--- config.mk ---
export PLATFORM = sky130hd
export DESIGN_NAME = max_flow_bfs_augment
export DESIGN_NICKNAME = d
export VERILOG_FILES = /design/src/rtl/mfb_pkg.sv /design/src/rtl/max_flow_bfs_augment.sv /design/src/rtl/mfb_ram.sv
export SDC_FILE = /design/constraint.sdc
export NUM_CORES = 2
export LEC_CHECK = 0
export ABC_AREA = 0
export BUFFER_PORTS_ARGS = -buffer_cell sky130_fd_sc_hd__buf_4
export CAP_MARGIN = 20
export CORE_UTILIZATION = 35
export DETAILED_ROUTE_END_ITERATION = 6
export SLEW_MARGIN = 25
export SYNTH_ARGS = -nofsm -noshare
export SYNTH_HDL_FRONTEND = slang
export SYNTH_SLANG_ARGS = --single-unit
--- constraint.sdc ---
create_clock -name i_clk -period 7.4 [get_ports i_clk]
set_input_delay 0.74 -clock i_clk [delete_from_list [all_inputs] [get_ports i_clk]]
set_output_delay 0.74 -clock i_clk [all_outputs]
set_load 0.005 [all_outputs]
--- src/rtl/mfb_pkg.sv ---
// ----------------------------------------------------------------------------
// mfb_pkg
// shared constants and types for the max flow block
// ----------------------------------------------------------------------------
package mfb_pkg;

    localparam int NODE_COUNT = 8;
    localparam int NODE_BITS  = $clog2(NODE_COUNT);
    localparam int CAP_BITS   = 16;
    localparam int RES_BITS   = CAP_BITS + 1;
    localparam int FLOW_BITS  = 19;
    localparam int ADDR_BITS  = 2 * NODE_BITS;
    localparam int CELL_COUNT = NODE_COUNT * NODE_COUNT;

    // configuration register indexes
    localparam logic CFG_SOURCE = 1'b0;
    localparam logic CFG_SINK   = 1'b1;

    typedef enum logic [9:0] {
        S_LOAD  = 10'b0000000001,
        S_INIT  = 10'b0000000010,
        S_POP   = 10'b0000000100,
        S_RD    = 10'b0000001000,
        S_CHK   = 10'b0000010000,
        S_NRD   = 10'b0000100000,
        S_NCHK  = 10'b0001000000,
        S_ARD   = 10'b0010000000,
        S_AWF   = 10'b0100000000,
        S_AWR   = 10'b1000000000
    } t_state;

endpackage

--- src/rtl/max_flow_bfs_augment.sv ---
// ----------------------------------------------------------------------------
// max_flow_bfs_augment
// edmonds-karp max flow over a residual matrix held in a ram
// ----------------------------------------------------------------------------
// usage:
//   input channel (i_valid / o_stall) carries capacity entries, one transfer
//   per cycle while loading. an entry flagged last_entry starts the flow run;
//   o_stall stays high until the result transfer completes.
//   output channel (o_valid / i_stall) carries one result per graph:
//   max_flow and same_node_error. the result holds while i_stall is high.
//   the run is bound by the single read port of the residual ram: each
//   search has a setup step, a pop step per dequeued node plus a read and
//   a check step per neighbor, and a final pop; then a read and a check
//   step per path edge for the bottleneck walk and a read, a forward write
//   and a reverse write step per edge for the update, repeated once per
//   augmenting path. source equal to sink gives a result the cycle after
//   the last entry.
//   reset: source 0, sink 7, residuals read as zero, loading state.
//   after each result transfer the residuals are zero again at once
//   (per-cell valid flags are cleared).
//   config: write source (index 0) and sink (index 1) only while idle.
// ----------------------------------------------------------------------------
module max_flow_bfs_augment (
    input  logic                            i_clk,
    input  logic                            i_rst_n,
    input  logic                            i_cfg_we,
    input  logic                            i_cfg_index,
    input  logic [mfb_pkg::NODE_BITS-1:0]   i_cfg_data,
    input  logic                            i_valid,
    output logic                            o_stall,
    input  logic [mfb_pkg::NODE_BITS-1:0]   i_from_node,
    input  logic [mfb_pkg::NODE_BITS-1:0]   i_to_node,
    input  logic [mfb_pkg::CAP_BITS-1:0]    i_capacity,
    input  logic                            i_last_entry,
    output logic                            o_valid,
    input  logic                            i_stall,
    output logic [mfb_pkg::FLOW_BITS-1:0]   o_max_flow,
    output logic                            o_same_node_error
);

    localparam int NB = mfb_pkg::NODE_BITS;
    localparam int RB = mfb_pkg::RES_BITS;
    localparam int AB = mfb_pkg::ADDR_BITS;
    localparam int NN = mfb_pkg::NODE_COUNT;

    mfb_pkg::t_state r_state;

    logic [NB-1:0] r_src, r_snk;
    logic [mfb_pkg::CELL_COUNT-1:0] r_vld;       // cell holds a written value
    logic          r_rd_vld;
    logic [NB-1:0] r_parent [mfb_pkg::NODE_COUNT];
    logic [NB-1:0] r_queue  [mfb_pkg::NODE_COUNT];
    logic [mfb_pkg::NODE_COUNT-1:0] r_visited;
    logic [NB:0]   r_head, r_tail;
    logic [NB-1:0] r_node, r_nb, r_v;
    logic [RB-1:0] r_neck;
    logic [mfb_pkg::FLOW_BITS-1:0] r_flow;

    logic          in_acc, out_acc;
    logic          ram_we;
    logic [AB-1:0] ram_waddr, ram_raddr;
    logic [RB-1:0] ram_wdata, ram_q, rd_data;
    logic [NB-1:0] par_v;

    assign o_stall = (r_state != mfb_pkg::S_LOAD) || o_valid;
    assign in_acc  = i_valid && !o_stall;
    assign out_acc = o_valid && !i_stall;
    assign par_v   = r_parent[r_v];
    // cells never written read as zero
    assign rd_data = r_rd_vld ? ram_q : '0;

    // ram read address per state
    always_comb begin
        unique case (r_state)
            mfb_pkg::S_RD:  ram_raddr = {r_node, r_nb};
            mfb_pkg::S_NRD: ram_raddr = {par_v, r_v};
            mfb_pkg::S_ARD: ram_raddr = {par_v, r_v};
            mfb_pkg::S_AWF: ram_raddr = {r_v, par_v};   // reverse edge
            default:        ram_raddr = '0;
        endcase
    end

    // ram write port: loading, then forward and reverse residual update
    always_comb begin
        ram_we    = 1'b0;
        ram_waddr = {i_from_node, i_to_node};
        ram_wdata = {1'b0, i_capacity};
        unique case (r_state)
            mfb_pkg::S_LOAD: ram_we = in_acc;
            mfb_pkg::S_AWF: begin
                ram_we    = 1'b1;
                ram_waddr = {par_v, r_v};
                ram_wdata = rd_data - r_neck;
            end
            mfb_pkg::S_AWR: begin
                ram_we    = 1'b1;
                ram_waddr = {r_v, par_v};
                ram_wdata = rd_data + r_neck;
            end
            default: ram_we = 1'b0;
        endcase
    end

    mfb_ram #(
        .WIDTH (RB),
        .DEPTH (mfb_pkg::CELL_COUNT)
    ) u_res_ram (
        .i_clk   (i_clk),
        .i_we    (ram_we),
        .i_waddr (ram_waddr),
        .i_wdata (ram_wdata),
        .i_raddr (ram_raddr),
        .o_rdata (ram_q)
    );

    always_ff @(posedge i_clk) begin
        r_rd_vld <= r_vld[ram_raddr];
    end

    // configuration registers
    always_ff @(posedge i_clk) begin
        if (!i_rst_n) begin
            r_src <= '0;
            r_snk <= NB'(7);
        end else if (i_cfg_we) begin
            unique case (i_cfg_index)
                mfb_pkg::CFG_SOURCE: r_src <= i_cfg_data;
                mfb_pkg::CFG_SINK:   r_snk <= i_cfg_data;
                default:             r_src <= r_src;
            endcase
        end
    end

    // main sequencer: bfs, bottleneck walk, augment
    always_ff @(posedge i_clk) begin
        if (!i_rst_n) begin
            r_state <= mfb_pkg::S_LOAD;
            r_vld   <= '0;
            o_valid <= 1'b0;
        end else begin
            if (out_acc) begin
                o_valid <= 1'b0;
                r_vld   <= '0;
            end else if (ram_we) begin
                r_vld[ram_waddr] <= 1'b1;
            end
            unique case (r_state)
                mfb_pkg::S_LOAD: begin
                    if (in_acc && i_last_entry) begin
                        r_flow <= '0;
                        if (r_src == r_snk) begin
                            o_valid           <= 1'b1;
                            o_max_flow        <= '0;
                            o_same_node_error <= 1'b1;
                        end else begin
                            r_state <= mfb_pkg::S_INIT;
                        end
                    end
                end
                mfb_pkg::S_INIT: begin
                    r_visited        <= NN'(1) << r_src;
                    r_queue[0]       <= r_src;
                    r_head           <= '0;
                    r_tail           <= (NB+1)'(1);
                    r_state          <= mfb_pkg::S_POP;
                end
                mfb_pkg::S_POP: begin
                    if (r_head < r_tail) begin
                        r_node  <= r_queue[r_head[NB-1:0]];
                        r_head  <= r_head + 1'b1;
                        r_nb    <= '0;
                        r_state <= mfb_pkg::S_RD;
                    end else if (r_visited[r_snk]) begin
                        r_v     <= r_snk;
                        r_neck  <= '1;
                        r_state <= mfb_pkg::S_NRD;
                    end else begin
                        // sink unreachable: flow is final
                        o_valid           <= 1'b1;
                        o_max_flow        <= r_flow;
                        o_same_node_error <= 1'b0;
                        r_state           <= mfb_pkg::S_LOAD;
                    end
                end
                mfb_pkg::S_RD: r_state <= mfb_pkg::S_CHK;
                mfb_pkg::S_CHK: begin
                    if (!r_visited[r_nb] && rd_data != '0 &&
                        r_tail < (NB+1)'(mfb_pkg::NODE_COUNT)) begin
                        r_queue[r_tail[NB-1:0]] <= r_nb;
                        r_parent[r_nb]          <= r_node;
                        r_visited[r_nb]         <= 1'b1;
                        r_tail                  <= r_tail + 1'b1;
                    end
                    r_nb    <= r_nb + 1'b1;
                    r_state <= (r_nb == '1) ? mfb_pkg::S_POP : mfb_pkg::S_RD;
                end
                mfb_pkg::S_NRD: r_state <= mfb_pkg::S_NCHK;
                mfb_pkg::S_NCHK: begin
                    if (rd_data < r_neck) begin
                        r_neck <= rd_data;
                    end
                    if (par_v == r_src) begin
                        r_v     <= r_snk;
                        r_state <= mfb_pkg::S_ARD;
                    end else begin
                        r_v     <= par_v;
                        r_state <= mfb_pkg::S_NRD;
                    end
                end
                mfb_pkg::S_ARD: r_state <= mfb_pkg::S_AWF;
                mfb_pkg::S_AWF: r_state <= mfb_pkg::S_AWR;
                mfb_pkg::S_AWR: begin
                    r_v <= par_v;
                    if (par_v == r_src) begin
                        r_flow  <= r_flow + mfb_pkg::FLOW_BITS'(r_neck);
                        r_state <= mfb_pkg::S_INIT;
                    end else begin
                        r_state <= mfb_pkg::S_ARD;
                    end
                end
                default: r_state <= mfb_pkg::S_LOAD;
            endcase
        end
    end

endmodule

--- src/rtl/mfb_ram.sv ---
// ----------------------------------------------------------------------------
// mfb_ram
// generic simple dual port ram with registered read
// ----------------------------------------------------------------------------
module mfb_ram #(
    parameter int WIDTH = 17,
    parameter int DEPTH = 64
) (
    input  logic                     i_clk,
    input  logic                     i_we,
    input  logic [$clog2(DEPTH)-1:0] i_waddr,
    input  logic [WIDTH-1:0]         i_wdata,
    input  logic [$clog2(DEPTH)-1:0] i_raddr,
    output logic [WIDTH-1:0]         o_rdata
);

    logic [WIDTH-1:0] r_mem [DEPTH];

    always_ff @(posedge i_clk) begin
        if (i_we) begin
            r_mem[i_waddr] <= i_wdata;
        end
        o_rdata <= r_mem[i_raddr];
    end

endmodule

======== Yosys cells after proc, flatten, opt, wreduce, memory -nomap -nowiden ========
Memory sizes are Yosys's and may differ from the RTL's. A register that Yosys moved wholly into a read port is not among the register bits.
Index checks and enable logic that the tools add are counted.
cells by class
  order comparisons ....................... 9
  reduce and logical (&&, ||, !) cells .... 34
  muxes and demuxes ....................... 71
  bitwise operators ....................... 4
  equality and inequality tests ........... 24
  shift-type cells ........................ 1
  add/subtract/negate cells ............... 6
operators with widths
  operator            count
  $mux 19             6
  $pmux 10 s10        1
  $pmux 19 s2         2
  $mux 17             4
  $pmux 17 s2         2
  $or 64x64->64       1
  $mux 1              24
  $mux 8              3
  $mux 3              7
  $mux 10             2
  $ne 2x2->1 const B  10
  $add 19x17->19      1
  $pmux 6 s3          1
  $add 17x17->17      1
  $lt 17x17->1        1
  $reduce_bool 17->1  1
  $sub 17x17->17      1
  $pmux 4 s2          2
  $pmux 8 s2          1
  $lt 6x7->1 const B  2
  $mux 4              3
  $mux 6              2
  $pmux 6 s2          1
  $reduce_and 3->1    4
  other kinds (41)    66
word-level totals
  output and inout bits ................... 22
  bits in writable memories ............... 1136
  logic and storage cells ................. 167
  memories kept ........................... 3
  register bits after elaboration ......... 160
  bits of input ports ..................... 32
memories
  name             depth  width  rd ports  clocked after Yosys merged registers in  write ports  line                        RTL
  u_res_ram.r_mem  64     17     1         1                                        1            mfb_ram.sv:17               logic [WIDTH-1:0] r_mem [DEPTH];
  r_parent         8      3      1         1                                        1            max_flow_bfs_augment.sv:51  logic [NB-1:0] r_parent [mfb_pkg::NODE_COUNT];
  r_queue          8      3      1         1                                        1            max_flow_bfs_augment.sv:52  logic [NB-1:0] r_queue [mfb_pkg::NODE_COUNT];

======== Logic depth before layout (Yosys ltp) ========
  depth after elaboration ................. 11
  mapped depth ............................ 14

======== Hierarchy ========
A second synthesis with hierarchy kept.
second synthesis, totals
  cell total of the unflattened synthesis .. 3157
  area, all modules ....................... 54313.3 um^2
modules (own cells, without submodules)
  module                instances  area each (um^2)  cells an instance
  mfb_ram               1          42344.4           1953
  max_flow_bfs_augment  1          11969.0           1204

======== Worst setup path before layout ========
OpenSTA, ideal clock, no wires.
  kind .................................... flip-flop to flip-flop
  from .................................... reg r_rd_vld
  to ...................................... mem u_res_ram.r_mem[0][13] (data pin)
  stages on the path, launching flop included .. 12
  period minus slack after synthesis ...... 5.825 ns
  path slack .............................. 1.575 ns
  data arrival time ....................... 5.124 ns
  cell sequence ........................... dfxtp_1 clkbuf_1 and2_1 ha_1 nand2b_1 a221oi_1 o41ai_1 o41ai_1 o41ai_1 o31ai_1 a221oi_1 o21ai_0
on the way
  longest elaborated chain between the ends .. 3
RTL lines
  element                                           line                                                    RTL
  start, declared                                   max_flow_bfs_augment.sv:50                              logic r_rd_vld;
  start signal, assigned                            max_flow_bfs_augment.sv:117                             r_rd_vld <= r_vld[ram_raddr];
  $mux 17 *                                         max_flow_bfs_augment.sv:70                              assign rd_data = r_rd_vld ? ram_q : '0;
  via rd_data[1]                                    max_flow_bfs_augment.sv:62                              logic [RB-1:0] ram_wdata, ram_q, rd_data;
  $add 17x17->17 or $sub 17x17->17 (tied branches)  max_flow_bfs_augment.sv:98, max_flow_bfs_augment.sv:93
  $pmux 17 s2 *                                     max_flow_bfs_augment.sv:88                              unique case (r_state)
  via ram_wdata[13]                                 max_flow_bfs_augment.sv:62
  end, declared                                     mfb_ram.sv:17
The timed path passes the listed nets; every way through them passes the cells marked *.

==> results.toml <==
[run_status]
status = "finished, final reports clean"

[power_and_ir_drop]
power_density_nw_per_um2 = 248
power_leakage_uw = 0.0213
ir_worst_vdd_mv = 0.225

[final_layout]
fillers = 14500
fin_nets = 4576
drive_above_1_share_pct = 11.4
final_cell_area_sq_um = 62800
synthToLayoutAreaGrowth_pct = 14.4

[synthesis]
ys_warn_count = 0
ys_types = 74
synth_top_area_share_pct = 66.5
synth_flop_cell = "edfxtp_1"
synth-seq-cells = 1319
synth_area_per_cell_sq_um = 12.5
synth.top_cells.by_count = "1217 x edfxtp_1, 1071 x nand2_1, 418 x nand3_1, 333 x a21oi_1, 167 x nor2_1"
synth_area_leaders = "edfxtp_1 67%, nand2_1 7.3%, nand3_1 3.8%"
netlist_area_sq_um = 54900
syn_nets = 4506
yosysSeqAreaShare_pct = 70.3
synth-async-reset-ratio_pct = 0
synth_top_area_cell = "edfxtp_1"
synth_edf_count = 1217
yosysMostFrequentCell = "edfxtp_1"
syn_inst = 4411

[timing]
finalCritPeriodShare_pct = 68.0
max_slew.worst_pin.slew_ns = 1.10
finalHoldViolCount = 0
setup_violations = 0
slew_headroom_pct = 25.7
post-route-min-period_ns = 5.03
rsz0062_at_grt = "false"
finalSetupTns_ns = 0
skew_ns = 0.0290
finalMaxSlewViolations = 0
fmax_mhz = 199

[drt]
drc_errors = 0
viasPerCell = 5.50
vias = 36600
ant_nets = 0
drt_iter0_drc = 4285
routedWlPerCell_um = 24.4
detailedRoute.firstPassIterationCount = 6
finalWirelength_um = 163000

[die]
io_pins = 54
start_util_pct = 35.2
coreArea_sq_um = 156000
dieArea_sq_um = 159000
die_y_um = 398
rows = 145
die_w_um = 398

[setup_path]
critical_path_class = "reg -> reg"
start_kind = "register"
worstPathArrival_ns = 5.71
cp_max_fo = 74
required_ns = 8.08
end_kind = "register"

[clock_network]
cts_resized = 0
cts_tree = "yes"
cts.sinks = 1319
clockBufferDepth = 3
hold_buffers = 0
clock-root-buffer = "clkbuf_16"
path_clk_slew_ns = 0.06
postCtsSetupBuffers = 0
clk_latency_ns = 0.77
cts_buffers = 141
cts-htree-levels = 4

[run]
maxCapViolations = 0

[global_routing]
antenna_found_initial = 8
grt_use_met2_pct = 31.3
met3_usage_pct = 3.51
groute.usage.overall_pct = 20.2
grt_use_met1_pct = 28.2
grt_pass1_vias = 34300
grt_pass1_wl_um = 237000
overflow = 0
grt_max_degree = 134
busiest_layer = "met2"

[placed_design]
port_buffers = 53
dp_hpwl_um = 95500
gp_congestion = 0.905
place_area_sq_um = 58200

[min_path]
hold_path.class = "in -> reg"
## cell families (layout without fill, tap and decap cells)
family | Yosys count | after routing | share of synthesized area (%)
AND/OR/NAND/NOR | 1919 | 1919 | 15.5
XOR/XNOR | 31 | 31 | 0.494
adder cells (fa/ha/maj) | 63 | 63 | 1.48
multiplexers | 74 | 74 | 1.78
other | 0 | 6 | 0
flip-flops | 1319 | 1319 | 70.3
AO/OA/AOI/OAI | 692 | 692 | 7.98
buffers and inverters | 313 | 501 | 2.54
## layout make-up
class | count | area, sq um | share of cell area (%)
inverter | 57 | 214 | 0.341
tap | 2058 | 2570 | 4.10
multi-input combinational | 2779 | 15400 | 24.6
timing repair buffer | 183 | 1460 | 2.32
antenna | 6 | 15.0 | 0.0239
clock buffer | 191 | 3880 | 6.17
sequential | 1319 | 38600 | 61.4
clock inverter | 70 | 671 | 1.07
## power by group
| part | total, uW | switching, uW | internal [uW] |
|---|---|---|---|
| Combinational | 431 | 318 | 113 |
| Clock | 6960 | 2940 | 4010 |
| Sequential | 8220 | 34.9 | 8180 |
| Total | 15600 | 3300 | 12300 |
## flip-flops by register name (all words and copies together), names as in the netlist, named ones only
name	cells
r_parent	24
r_vld	64
r_tail	4
r_neck	17
r_src	3
o_max_flow	19
r_v	3
u_res_ram.o_rdata	17
o_valid	1
r_flow	19
o_same_node_error	1
r_queue	24
r_node	3
r_snk	3
r_visited	8
r_nb	3
r_state	10
r_head	4
r_rd_vld	1
u_res_ram.r_mem	1088
## layer usage
metal,share of wire [%],vias to the layer above
met5,0.024,-
met4,3.4,6
met3,9.1,250
met2,46,1750
met1,42,18300
li1,-,16300
## critical path, stage by stage, from the launching register on
cell     delay (ns)
dfxtp_1        0.56
mux4_2         0.59
mux2i_4        0.35
o221a_4        0.70
buf_4          0.80
buf_4          0.56
a21oi_1        0.14
a21oi_1        0.17
nand2_1        0.08
a41oi_1        0.58
or4_1          0.31
## through the flow
step / worst slack (ns) / power [uW] / util [%] / hold WS [ns] / cells
finish: 2.37 / 15600 / 40.3 / 0.230 / 6663
global placement: 2.26 / 8790 / 37.3 / 0.445 / 6393
CTS: 2.41 / 15700 / 40.2 / 0.181 / 6657
detailed placement: 2.43 / 8800 / 37.3 / 0.453 / 6396
global route: 2.22 / 16000 / 40.3 / 0.224 / 6657
floorplan: 1.57 / 8600 / - / 0.440 / 4411
## layout by cell type (no fill, tap or decap), types with 13 or more instances in the layout
master,instances
edfxtp_1,1217
nand2_1,1067
nand3_1,417
a21oi_1,332
buf_4,175
clkbuf_16,143
nor2_1,104
dfxtp_1,102
o21a_1,71
ha_1,60
inv_1,56
nor2_2,52
a31oi_1,45
mux2i_1,45
and2_1,43
o21ai_0,37
clkbuf_1,36
and3_1,34
nand2b_1,33
nor3_1,29
clkinv_1,27
a22oi_1,26
a221oi_1,25
nor4_1,24
a32oi_1,21
clkinv_2,20
xnor2_1,18
a211oi_1,17
or4_1,16
nor2b_1,15
mux4_2,15
nand4_1,14
a21o_1,13
xor2_1,13
## worst paths after layout
check | startpoint | end | slack, ns | depth (start not counted)
hold reg to reg | r_vld[46] | r_vld[46] | 0.46 | 1
setup / recovery | register | r_rd_vld | 2.37 | 10
setup reg to reg | register | r_rd_vld | 2.37 | 10
hold / removal | i_cfg_data[2] | r_snk[2] | 0.23 | 3
No activity file was read; power rests on OpenSTA's default activity.
